--- src/rtl/v3n_pkg.sv ---
// shared types and widths for the vector normalizer
// no dependencies
`default_nettype none
package v3n_pkg;

    localparam int IN_W   = 24;
    localparam int OUT_W  = 18;
    localparam int SUM_W  = 2 * IN_W;
    localparam int ROOT_W = IN_W;
    localparam int SREM_W = ROOT_W + 1;
    localparam int DREM_W = IN_W + 1;

    typedef struct packed {
        logic [2:0]            neg;
        logic [2:0][IN_W-1:0]  mag;
    } v3n_vec_t;

endpackage
`default_nettype wire

--- src/rtl/v3n_sqrt_cell.sv ---
// one root bit of the digit-by-digit integer square root
// depends on v3n_pkg
`default_nettype none
module v3n_sqrt_cell
    import v3n_pkg::*;
(
    input  wire logic              clk,
    input  wire logic              rst_n,
    input  wire logic              en,
    input  wire logic              in_valid,
    input  wire logic [SUM_W-1:0]  in_n,
    input  wire logic [SREM_W-1:0] in_rem,
    input  wire logic [ROOT_W-1:0] in_root,
    input  wire v3n_vec_t          in_vec,
    output logic                   out_valid,
    output logic [SUM_W-1:0]       out_n,
    output logic [SREM_W-1:0]      out_rem,
    output logic [ROOT_W-1:0]      out_root,
    output v3n_vec_t               out_vec
);

    logic              valid_reg;
    logic [SUM_W-1:0]  n_reg, n_next;
    logic [SREM_W-1:0] rem_reg, rem_next;
    logic [ROOT_W-1:0] root_reg, root_next;
    v3n_vec_t          vec_reg;

    logic [SREM_W+1:0] rem_sh;
    logic [SREM_W+1:0] trial;
    logic [SREM_W+1:0] diff;
    logic              take;

    always_comb
    begin
        rem_sh    = {in_rem, in_n[SUM_W-1 -: 2]};
        trial     = {1'b0, in_root, 2'b01};
        take      = (rem_sh >= trial);
        diff      = rem_sh - trial;
        rem_next  = take ? diff[SREM_W-1:0] : rem_sh[SREM_W-1:0];
        root_next = {in_root[ROOT_W-2:0], take};
        n_next    = {in_n[SUM_W-3:0], 2'b00};
    end

    always_ff @(posedge clk or negedge rst_n)
    begin
        if (!rst_n)
        begin
            valid_reg <= 1'b0;
        end
        else if (en)
        begin
            valid_reg <= in_valid;
        end
    end

    always_ff @(posedge clk)
    begin
        if (en)
        begin
            n_reg    <= n_next;
            rem_reg  <= rem_next;
            root_reg <= root_next;
            vec_reg  <= in_vec;
        end
    end

    assign out_valid = valid_reg;
    assign out_n     = n_reg;
    assign out_rem   = rem_reg;
    assign out_root  = root_reg;
    assign out_vec   = vec_reg;

endmodule
`default_nettype wire

--- config.mk ---
export PLATFORM = sky130hd
export DESIGN_NAME = v3n_sqrt_cell
export DESIGN_NICKNAME = d
export VERILOG_FILES = /design/src/rtl/v3n_pkg.sv /design/src/rtl/v3n_sqrt_cell.sv
export SDC_FILE = /design/constraint.sdc
export NUM_CORES = 1
export LEC_CHECK = 0
export ABC_AREA = 0
export BUFFER_PORTS_ARGS = -buffer_cell sky130_fd_sc_hd__clkbuf_2
export CORE_AREA = 2 2 137 139
export DETAILED_ROUTE_END_ITERATION = 7
export DIE_AREA = 0 0 139 141
export GPL_TIMING_DRIVEN = 0
export PLACE_DENSITY = 0.74
export SYNTH_ARGS = -nofsm -noshare
export SYNTH_HDL_FRONTEND = slang
export SYNTH_SLANG_ARGS = --single-unit
export TNS_END_PERCENT = 50
--- constraint.sdc ---
create_clock -name clk -period 1.4 [get_ports clk]
set_input_delay 0 -clock clk [delete_from_list [all_inputs] [get_ports clk]]
set_output_delay 0 -clock clk [all_outputs]
set_load 0.1 [all_outputs]
==> impl_metrics.json <==
{
  "slew_violations": 0,
  "ys_types": 56,
  "fin_crit_sh_pct": 136.5,
  "ys_warn_count": 0,
  "rr_worst_depth": 1,
  "die_w_um": 139,
  "grt_max_degree": 94,
  "tightestPinTransition_ps": 657.8,
  "syn_inst": 430,
  "ys_ff_latch": 171,
  "drt_wl_total_mm": 24.04,
  "clockRootBuffer": "clkbuf_16",
  "clock_path_buffers": 2,
  "core_area_mm2": 0.01827,
  "p_seq_share_pct": 37.2,
  "crit_type": "in -> reg",
  "period_needed_ps": 1911,
  "cp-start-kind": "input port",
  "die_h_um": 141,
  "synth_top_cell_area_share_pct": 72.62,
  "maxCapViolations": 0,
  "rsz0062_at_grt": "true",
  "cts.sinks": 171,
  "clkLatencyLatePin_ps": 430,
  "route.detailed.drc": 0,
  "slew_headroom_pct": 56.14,
  "fin_nets": 1181,
  "syn_avg_cell_area_um2": 16.35,
  "grt-ovfl-total": 0,
  "netlist_area_mm2": 0.007029,
  "antenna_found_initial": 4,
  "numPortBuffers": 346,
  "startpoint": "in_root[0]",
  "drtIter0Drc": 356,
  "violations": "negative setup slack",
  "reg2reg_slack_ps": 650,
  "via_per_inst": 4.839,
  "vias": 5947,
  "num_rows": 50,
  "synthFlopType": "edfxtp_1",
  "hold_path_class": "in -> reg",
  "cts_buffers": 17,
  "grt_pass1_vias": 6179,
  "setup-violations-final": 26,
  "cts.htree.levels": 4,
  "track_usage_pct": 23.78,
  "detail_route.wl_per_cell_um": 19.56,
  "setup.worst_path.end": "out_rem[12]",
  "firstDrtPassIters": 4,
  "post-route-util_pct": 65.25,
  "pin_count": 349,
  "r2r_end": "out_valid",
  "power_switching_mw": 6.851,
  "combPwrFrac_pct": 34.8,
  "powerDensity_mw_per_mm2": 1427,
  "dpl-instance-area_mm2": 0.009238,
  "p_sw_share_pct": 40.27,
  "clk_pin_slew_ps": 70,
  "critPathMaxFanout": 5,
  "cts_tree": "built",
  "leakage_nw": 5.286,
  "required_ps": 1580,
  "clock_skew_ps": 0,
  "die_area_mm2": 0.01960,
  "clkPwrFrac_pct": 28.1,
  "antenna_left": 0,
  "yosys-top-cells-area": "edfxtp_1, ha_1, mux2_4, xnor2_1, inv_1",
  "internal_power_mw": 10.16,
  "fin_area_mm2": 0.01192,
  "run_status": "complete, but fails checks",
  "synthArstFlopShare_pct": 0.5848,
  "gp_congestion": 0.8471,
  "drive_gt1_share_pct": 46.88,
  "synth_common_cells": "edfxtp_1, inv_1, ha_1",
  "synth_top_area_cell": "edfxtp_1",
  "irDropWorstVdd_mv": 0.8779,
  "yosysSeqAreaShare_pct": 72.98,
  "synth_edf_count": 170,
  "synth.most_common_cell": "edfxtp_1",
  "r2r-start": "out_valid",
  "worstPathArrival_ps": 2090,
  "synthToLayoutAreaGrowth_pct": 69.58,
  "setup_ws_ps": -511.1,
  "dp_hpwl_mm": 15.68,
  "fmax_ghz": 0.5233,
  "hold_viol": 0,
  "grt_pass1_wl_mm": 34.98,
  "end_kind": "flop",
  "start_util_pct": 38.48
}
==> metal layers <==
layer / vias to the layer above / GRT usage, % / wire, µm
met4: 4 / 11.32 / 1009
li1: 2748 / - / -
met2: 270 / 42.42 / 12550
met5: - / 0 / 30
met3: 57 / 7.982 / 1836
met1: 2868 / 25.48 / 8613
==> what timing repair did <==
action                     4_1_cts  5_1_grt
buffers inserted                10        2
gates resized for setup         37       23
hold endpoints to repair       171        0
setup endpoints to repair       26       26
gates cloned                     1        0
pin swaps                       12        4
hold buffers                   172        0
==> cells by family after synthesis <==
logic type      share of synthesized area, %
compound gates                         7.583
xor+xnor                               2.492
fa+ha+maj                              4.628
buf+inv                                2.705
flops                                  72.98
mux                                    4.486
other cells                          0.05335
simple gates                           5.073
==> cell usage in the layout (no fill, tap or decap), drive strengths merged, types with 7 or more instances in the layout <==
cell type / count
clkbuf: 366
inv: 39
buf: 20
a21oi: 21
nand2: 19
clkinv: 7
edfxtp: 170
ha: 26
xnor2: 14
mux2: 22
nor2: 14
dlygate4sd3: 172
a21o: 12
o21ai: 8
==> cell type report <==
cell class / count / area, µm²
fill: 1324 / 6347
sequential: 171 / 5130
timing repair buffer: 532 / 3638
multi-input combinational: 216 / 2039
clock buffer: 17 / 425.4
tap: 234 / 292.8
clock inverter: 15 / 177.7
inverter: 32 / 135.1
buffer: 9 / 73.82
antenna: 3 / 7.507
==> registers in the layout, indices dropped and copies added, names as in the netlist <==
register   count
out_rem       25
out_root      24
out_valid      1
out_n         46
out_vec       75
==> worst min path at each step <==
stage,from,endpoint,depth (start not counted)
after detailed placement,rst_n,out_valid,1
after floorplan,rst_n,out_valid,0
after global routing,in_n[47],out_rem[1],4
final,in_n[46],out_rem[1],4
after global placement,rst_n,out_valid,1
after CTS,in_n[46],out_rem[1],4
==> power by group through the flow <==
stage               clock network [mW]  logic, mW  registers, mW
finish                            4.77       5.92           6.32
global placement                     0       5.22           6.43
CTS                               4.86       5.82           6.31
detailed placement                   0       5.27           6.42
global route                      5.05       6.10           6.36
floorplan                            0      0.882           9.75
==> stage by stage <==
step,std cells,worst slack (ps),TNS (ps),hold slack [ps],power (mW)
floorplan,431,-873.7,-20400,-295.6,10.63
global placement,1011,-2233,-394060,-224.6,11.65
detailed placement,1012,-1574,-37760,-223.1,11.68
CTS,1226,-540.8,-13370,103.3,16.98
global route,1228,-565.2,-14080,166.8,17.51
finish,1229,-511.1,-12500,154.8,17.01
==> worst max-delay path, cell delays in order <==
cell       delay, ps
clkbuf_16        120
inv_12            30
ha_4             270
o21ai_4           70
a211oi_4         280
a21oi_2          120
nor3_4           210
a311oi_4         160
o31ai_4          240
buf_6            150
buf_8            130
mux2_4           310
No activity file was read; power rests on OpenSTA's default activity.
