===== src/rtl/v3n_pkg.sv =====
// shared types and widths for the vector normalizer
// no dependencies
`default_nettype none
package v3n_pkg;

    localparam int IN_W   = 24;
    localparam int OUT_W  = 18;
    localparam int SUM_W  = 2 * IN_W;
    localparam int ROOT_W = IN_W;
    localparam int SREM_W = ROOT_W + 1;
    localparam int DREM_W = IN_W + 1;

    typedef struct packed {
        logic [2:0]            neg;
        logic [2:0][IN_W-1:0]  mag;
    } v3n_vec_t;

endpackage
`default_nettype wire


===== src/rtl/v3n_div_cell.sv =====
// one quotient bit of three restoring divisions by the shared length
// depends on v3n_pkg
`default_nettype none
module v3n_div_cell
    import v3n_pkg::*;
#(
    parameter int QW = 17
)
(
    input  wire logic                         clk,
    input  wire logic                         rst_n,
    input  wire logic                         en,
    input  wire logic                         in_valid,
    input  wire logic [ROOT_W-1:0]            in_len,
    input  wire logic [2:0][DREM_W-1:0]       in_rem,
    input  wire logic [2:0][QW-1:0]           in_q,
    input  wire logic [2:0]                   in_neg,
    output logic                              out_valid,
    output logic [ROOT_W-1:0]                 out_len,
    output logic [2:0][DREM_W-1:0]            out_rem,
    output logic [2:0][QW-1:0]                out_q,
    output logic [2:0]                        out_neg
);

    logic                      valid_reg;
    logic [ROOT_W-1:0]         len_reg;
    logic [2:0][DREM_W-1:0]    rem_reg, rem_next;
    logic [2:0][QW-1:0]        q_reg, q_next;
    logic [2:0]                neg_reg;

    always_comb
    begin
        logic [DREM_W-1:0] r;
        logic              ge;
        for (int i = 0; i < 3; i++)
        begin
            ge          = (in_rem[i] >= {1'b0, in_len});
            r           = ge ? in_rem[i] - {1'b0, in_len} : in_rem[i];
            rem_next[i] = {r[DREM_W-2:0], 1'b0};
            q_next[i]   = {in_q[i][QW-2:0], ge};
        end
    end

    always_ff @(posedge clk or negedge rst_n)
    begin
        if (!rst_n)
        begin
            valid_reg <= 1'b0;
        end
        else if (en)
        begin
            valid_reg <= in_valid;
        end
    end

    always_ff @(posedge clk)
    begin
        if (en)
        begin
            len_reg <= in_len;
            rem_reg <= rem_next;
            q_reg   <= q_next;
            neg_reg <= in_neg;
        end
    end

    assign out_valid = valid_reg;
    assign out_len   = len_reg;
    assign out_rem   = rem_reg;
    assign out_q     = q_reg;
    assign out_neg   = neg_reg;

endmodule
`default_nettype wire


===== config.mk =====
export PLATFORM = sky130hd
export DESIGN_NAME = v3n_div_cell
export DESIGN_NICKNAME = d
export VERILOG_FILES = /design/src/rtl/v3n_pkg.sv /design/src/rtl/v3n_div_cell.sv
export SDC_FILE = /design/constraint.sdc
export NUM_CORES = 1
export LEC_CHECK = 0
export ABC_AREA = 1
export BUFFER_PORTS_ARGS = -buffer_cell sky130_fd_sc_hd__buf_2
export CELL_PAD_IN_SITES_DETAIL_PLACEMENT = 0
export CELL_PAD_IN_SITES_GLOBAL_PLACEMENT = 2
export CORE_MARGIN = 2
export CORE_UTILIZATION = 27
export DETAILED_ROUTE_END_ITERATION = 10
export PLACE_DENSITY_LB_ADDON = 0.25
export SLEW_MARGIN = 20
export SYNTH_ARGS = -nofsm -noshare
export SYNTH_HDL_FRONTEND = slang
export SYNTH_SLANG_ARGS = --single-unit
export TNS_END_PERCENT = 1

===== constraint.sdc =====
create_clock -name clk -period 0.8 [get_ports clk]
set_input_delay 0.12 -clock clk [delete_from_list [all_inputs] [get_ports clk]]
set_output_delay 0.12 -clock clk [all_outputs]
set_load 0.02 [all_outputs]

==> results of run 1 <==
==> path summary, 6_finish.rpt <==
path | slack, ns | to | from
worst max register to register | 0.06 | out_valid$_DFFE_PN0P_ | out_valid$_DFFE_PN0P_
worst max-delay path | -0.89 | out_rem[23]$_DFFE_PP_ | in_len[21]
max in group asynchronous | 0.23 | out_valid$_DFFE_PN0P_ | rst_n
min in group asynchronous | 0.47 | out_valid$_DFFE_PN0P_ | rst_n
worst min-delay path | 0.04 | out_rem[70]$_DFFE_PP_ | in_rem[69]
worst min register to register | 0.51 | out_valid$_DFFE_PN0P_ | out_valid$_DFFE_PN0P_
==> what timing repair did <==
item / 4_1_cts / 5_1_grt
setup buffers: 6 / 22
pin swaps: 8 / 33
hold buffers: 112 / 0
gates cloned: 0 / 7
resized for setup: 50 / 133
hold endpoints to repair: 113 / 0
endpoints found under the setup margin: 226 / 229
==> cells by family after synthesis <==
group	synth area share
simple gates	0.358
buf+inv	0.116
flops	0.397
fa+ha+maj	0.0842
compound gates	0.0198
xor+xnor	0.0238
other cells	0.000328
mux	0.000986
==> metal layers <==
| metal | track usage | share of wire |
|---|---|---|
| met3 | 0.0367 | 0.037 |
| met5 | 0 | 0 |
| met1 | 0.267 | 0.45 |
| met2 | 0.373 | 0.49 |
| met4 | 0.0824 | 0.024 |
==> critical path: stages <==
cell        delay, ns
buf_2            0.13
clkinvlp_4       0.09
buf_4            0.14
ha_2             0.35
nand2_1          0.11
buf_4            0.15
nor2_1           0.18
nand2_1          0.13
nor2_1           0.12
nand2_1          0.11
nand4_1          0.12
nand2_1          0.07
nand2_1          0.06
nand2_1          0.05
==> registers in the layout (all words and copies together), names as in the netlist <==
name,count
out_rem,72
out_q,51
out_len,24
out_neg,3
out_valid,1
==> synthesized netlist by cell type, types with 5 or more instances <==
library cell / instances
inv_1: 296
edfxtp_1: 150
nand4_1: 90
nand3b_1: 5
buf_2: 18
nor2_1: 80
buf_6: 6
nand2_1: 653
ha_1: 72
nand3_1: 74
xor2_1: 27
nand3_4: 5
nor3_2: 5
inv_2: 10
nor2_2: 10
a21oi_1: 30
==> layout make-up <==
class / instances / area (um^2) / share of cell area
inverter: 306 / 1210 / 0.0625
clock buffer: 18 / 429 / 0.0222
clock inverter: 14 / 136 / 0.00706
timing repair buffer: 741 / 5810 / 0.301
sequential: 151 / 4530 / 0.235
multi-input combinational: 1086 / 6530 / 0.338
tap: 539 / 674 / 0.0349
==> placed cells by master (no fill, tap or decap), types with 46 or more instances in the layout <==
master / count
dlygate4sd3_1: 111
buf_4: 274
nor2_1: 67
edfxtp_1: 150
ha_4: 46
nand3_1: 65
nand2_1: 612
nand4_1: 90
inv_1: 273
buf_2: 288
==> power by group <==
part / internal [W] / leakage, nW / switching, W
combinational: 0.00517 / 8.22 / 0.00642
sequential: 0.00980 / 1.48 / 0.000280
clock: 0.00434 / 0.270 / 0.00379
==> through the flow <==
| stage | TNS, ns | util |
|---|---|---|
| CTS | -120.76 | 0.434 |
| finish | -113.74 | 0.461 |
| floorplan | -68.17 | - |
| global route | -126.95 | 0.461 |
| global placement | -118.84 | 0.388 |
| detailed placement | -119.30 | 0.388 |
==> results.py, run 1 <==
metrics = {
    "worst_setup_path": {
        "worstSetupPathType": "in -> reg",
        "crit_fanout": 4,
        "start_kind": "input port",
        "reg2regPathDepth": 1,
        "arrival_ns": 1.94,
        "cp-end-kind": "register",
        "critPathRequiredTime_ns": 1.05,
    },
    "route": {
        "dr.pass1.iters": 4,
        "vias_per_cell": 4.38,
        "drc": 0,
        "vias": 12500,
        "antenna_left": 0,
        "post_drt_wl_per_cell_um": 16.8,
        "dr.first_iter.drc_count": 710,
        "wl_um": 47900,
    },
    "final_layout": {
        "diodes": 0,
        "syn_to_final_growth_pct": 69.1,
        "final_cell_area_um2": 19300,
        "layout.nets": 2535,
        "nFillCells": 4255,
        "drive_gt1_frac": 0.367,
        "fin_cells": 2855,
    },
    "die": {
        "rows": 75,
        "fp.dieH_um": 210,
        "die_area_um2": 44000,
        "die_x_um": 210,
        "start_util": 0.273,
        "coreArea_um2": 41900,
        "pin_count": 311,
    },
    "clocking": {
        "path_clk_slew_ns": 0.07,
        "clock-root-buffer": "clkbuf_16",
        "cts_sinks": 151,
        "clockBufferDepth": 2,
        "clk_latency_ns": 0.48,
        "cts_buffers": 17,
        "cts_tree": "done",
        "ctsHtreeMaxLevel": 4,
    },
    "synth": {
        "post-synth-top-area-cell": "edfxtp_1",
        "yosysTopAreaCellShare": 0.394,
        "postSynthAreaPerCell_um2": 7.28,
        "syn_inst": 1568,
        "syn_area_um2": 11400,
        "synth_area_leaders": "edfxtp_1, nand2_1, inv_1, ha_1, nand4_1",
        "ys_ff_latch": 151,
        "async_flop_share": 0.00662,
        "yosysSeqAreaShare": 0.397,
        "synth_edf_count": 150,
        "ys.flop_type": "edfxtp_1",
        "ys_types": 34,
        "yosysWarnings": 0,
    },
    "global_route": {
        "grt_util_all_layers": 0.215,
        "overflow": 0,
        "antenna_found_initial": 1,
        "grt_pass1_wl_um": 70000,
        "grt_max_degree": 25,
        "grt_pass1_vias": 12500,
    },
    "timing": {
        "fin_hold_ws_ns": 0.0398,
        "clock.fmax_mhz": 591,
        "setup_viol_count_final": 226,
        "maxSlewViolCount": 0,
        "fin_skew_ns": 0,
        "fin_crit_sh": 2.12,
        "worst_slack_ns": -0.892,
        "finalHoldViolations": 0,
        "rsz0062_at_grt": "yes",
        "fin_crit_ns": 1.69,
    },
    "worst_hold_path": {
        "min_delay_path_depth": 3,
        "hold_path.class": "in -> reg",
    },
    "pwr": {
        "total_power_w": 0.0298,
        "power.density_nw_per_um2": 1540,
        "power.leakage_nw": 9.96,
        "ir_drop_mv": 1.44,
    },
    "place": {
        "dpl_worst_slack_ns": -1.59,
        "place_inst": 2676,
        "port_buffers": 304,
        "placed_cell_area_um2": 16200,
        "gp_congestion": 0.868,
        "dp_hpwl_um": 37900,
    },
    "run_status": {
        "outcome": "finished with violations",
        "violations": "negative setup slack",
    },
    "flow_run": {
        "cap_violations": 0,
    },
}
Note: power is estimated with default switching activity, not from simulation.
==> run 2, diff against run 1 <==
--- a/config.mk
+++ b/config.mk
@@ -12,7 +12,8 @@
 export CORE_MARGIN = 2
 export CORE_UTILIZATION = 27
 export DETAILED_ROUTE_END_ITERATION = 10
-export PLACE_DENSITY_LB_ADDON = 0.25
+export PLACE_DENSITY = 0.81
+export SETUP_SLACK_MARGIN = 0.5
 export SLEW_MARGIN = 20
 export SYNTH_ARGS = -nofsm -noshare
 export SYNTH_HDL_FRONTEND = slang
==> run 2 against run 1 <==
Effect of this change: the flow finishes with violations (negative hold slack, negative setup slack); first-iteration DRC count decreased by 3.4%; sequential share of layout area rose by 1.2 points; largest power group unchanged; design area shrank 4.7%; worst setup slack gained 0.039 ns; flip-flop and latch count did not move; highest routed layer unchanged; die area unchanged; critical endpoint is now out_rem[1]$_DFFE_PP_.
==> results.py, run 2 (synthesis gave the netlist of run 1 again) <==
metrics = {
    "clocking": {
        "hold_buffers": 1,
        "cts_sinks": 151,
        "path_clk_slew_ns": 0.06,
        "clockBufferDepth": 2,
        "cts_tree": "done",
        "clock-root-buffer": "clkbuf_16",
        "ctsHtreeMaxLevel": 4,
        "clk_latency_ns": 0.47,
        "cts_buffers": 17,
    },
    "timing": {
        "fin_crit_ns": 1.65,
        "setup_tns_ns": -108.54,
        "fin_skew_ns": 0,
        "maxSlewViolCount": 0,
        "rsz0062_at_grt": "yes",
        "fin_crit_sh": 2.07,
        "worst_slack_ns": -0.853,
        "finalHoldViolations": 74,
        "fin_hold_ws_ns": -0.183,
        "clock.fmax_mhz": 605,
        "setup_viol_count_final": 226,
    },
    "global_route": {
        "grt_pass1_vias": 12200,
        "overflow": 0,
        "antenna_found_initial": 0,
        "grt_pass1_wl_um": 69700,
        "grt_max_degree": 39,
        "grt_util_all_layers": 0.215,
    },
    "die": {
        "start_util": 0.273,
        "die_area_um2": 44000,
        "rows": 75,
        "coreArea_um2": 41900,
        "fp.dieH_um": 210,
        "pin_count": 311,
        "die_x_um": 210,
    },
    "final_layout": {
        "diodes": 0,
        "mostFrequentLayoutCell": "nand2_1",
        "layout.nets": 2438,
        "syn_to_final_growth_pct": 61.1,
        "largest_reg_flops": 72,
        "final_cell_mix": "nand2_1, buf_4, buf_2",
        "drive_gt1_frac": 0.410,
        "nFillCells": 4237,
    },
    "route": {
        "drc": 0,
        "vias": 12400,
        "wl_um": 47000,
        "dr.first_iter.drc_count": 686,
        "dr.pass1.iters": 7,
        "antenna_left": 0,
        "post_drt_wl_per_cell_um": 17.1,
        "vias_per_cell": 4.49,
    },
    "worst_setup_path": {
        "arrival_ns": 1.87,
        "cp_num_buf_inv": 4,
        "crit_fanout": 5,
        "max_stage_delay_ns": 0.30,
        "worstSetupPathType": "in -> reg",
        "slowest_stage": "ha_4",
        "cp_top_family": "simple AND/OR/NAND/NOR gates",
        "reg2regPathDepth": 1,
        "critPathRequiredTime_ns": 1.01,
        "cp-end-kind": "register",
        "cpMostUsedCell": "buf_12",
        "path_cells": "buf_6 > clkinvlp_4 > buf_12 > ha_4 > nand2_4 > nor2_4 > nand2_2 > nor3_4 > nand3_4 > buf_12 > nand4_1 > nand2_1",
        "cp_num_cells": 12,
        "start_kind": "input port",
    },
    "pwr": {
        "seq_power_share": 0.336,
        "clkPwrFrac": 0.287,
        "power.leakage_nw": 9.49,
        "ir_drop_mv": 1.35,
        "cellInternalPower_w": 0.0199,
        "power.switching_w": 0.0102,
        "swShare": 0.339,
        "total_power_w": 0.0301,
        "power.density_nw_per_um2": 1630,
        "comb_power_share": 0.378,
    },
    "place": {
        "dpl_worst_slack_ns": -1.52,
        "gp_congestion": 0.923,
        "dp_hpwl_um": 38400,
        "port_buffers": 304,
    },
    "run_status": {
        "violations": "negative hold slack, negative setup slack",
        "outcome": "finished with violations",
    },
    "worst_hold_path": {
        "hold_path.class": "in -> reg",
        "min_delay_path_depth": 1,
    },
    "flow_run": {
        "cap_violations": 0,
    },
}
## run 2: cell types whose count changed in the layout (fill, tap and decap cells not counted), moves of 7 or more
cell / before / now
buf_12: 39 / 21
buf_4: 274 / 303
dlygate4sd3_1: 111 / 1
ha_1: 20 / 11
ha_4: 46 / 59
inv_1: 273 / 266
nand2_1: 612 / 603
nand2_2: 31 / 44
nor2_1: 67 / 54
nor2_2: 18 / 29
## run 2: final cells by class
type / count / area [um^2] / share of cell area
Clock buffer: 17 / 425 / 0.0231
Clock inverter: 13 / 180 / 0.00980
Inverter: 306 / 1210 / 0.0659
Multi-Input combinational cell: 1086 / 6740 / 0.367
Sequential cell: 151 / 4530 / 0.246
Tap cell: 539 / 674 / 0.0367
Timing Repair Buffer: 644 / 4630 / 0.252
## run 2: path summary, 6_finish.rpt
path	slack [ns]	endpoint	start
setup / recovery	-0.85	out_rem[1]$_DFFE_PP_	in_len[11]
hold / removal	-0.18	out_q[26]$_DFFE_PP_	in_q[25]
setup reg to reg	0.06	out_valid$_DFFE_PN0P_	out_valid$_DFFE_PN0P_
hold reg to reg	0.51	out_valid$_DFFE_PN0P_	out_valid$_DFFE_PN0P_
max in group asynchronous	0.76	out_valid$_DFFE_PN0P_	rst_n
min in group asynchronous	-0.04	out_valid$_DFFE_PN0P_	rst_n
## run 2: what timing repair did
action                                 CTS  global route
buffers inserted                        23             6
endpoints found under the hold margin   95            75
setup endpoints to repair              359           310
pin swaps                               54            27
resized for setup                      128           114
cloned                                   2             1
## run 2: power groups by stage
stage	sequential, W	clock (W)	combinational [W]
2_1_floorplan	0.0114	0	0.00413
3_3_place_gp	0.0103	0	0.0102
3_5_place_dp	0.0103	0	0.0102
4_1_cts	0.0101	0.00888	0.0110
5_1_grt	0.0102	0.00910	0.0124
6_report	0.0101	0.00862	0.0113
## run 2: per-stage QoR
stage               cells  area (um^2)  utilization
finish               2756        18400        0.439
global placement     2693        16200        0.388
detailed placement   2693        16200        0.388
CTS                  2749        17900        0.427
floorplan            1570        11800            -
global route         2756        18400        0.439
## run 2: layer usage
metal	up-vias	routed length (um)	track usage
met5	-	0	0
met4	0	1360	0.0785
met3	50	2190	0.0403
met2	354	22500	0.368
met1	5711	21000	0.270
li1	6249	-	-
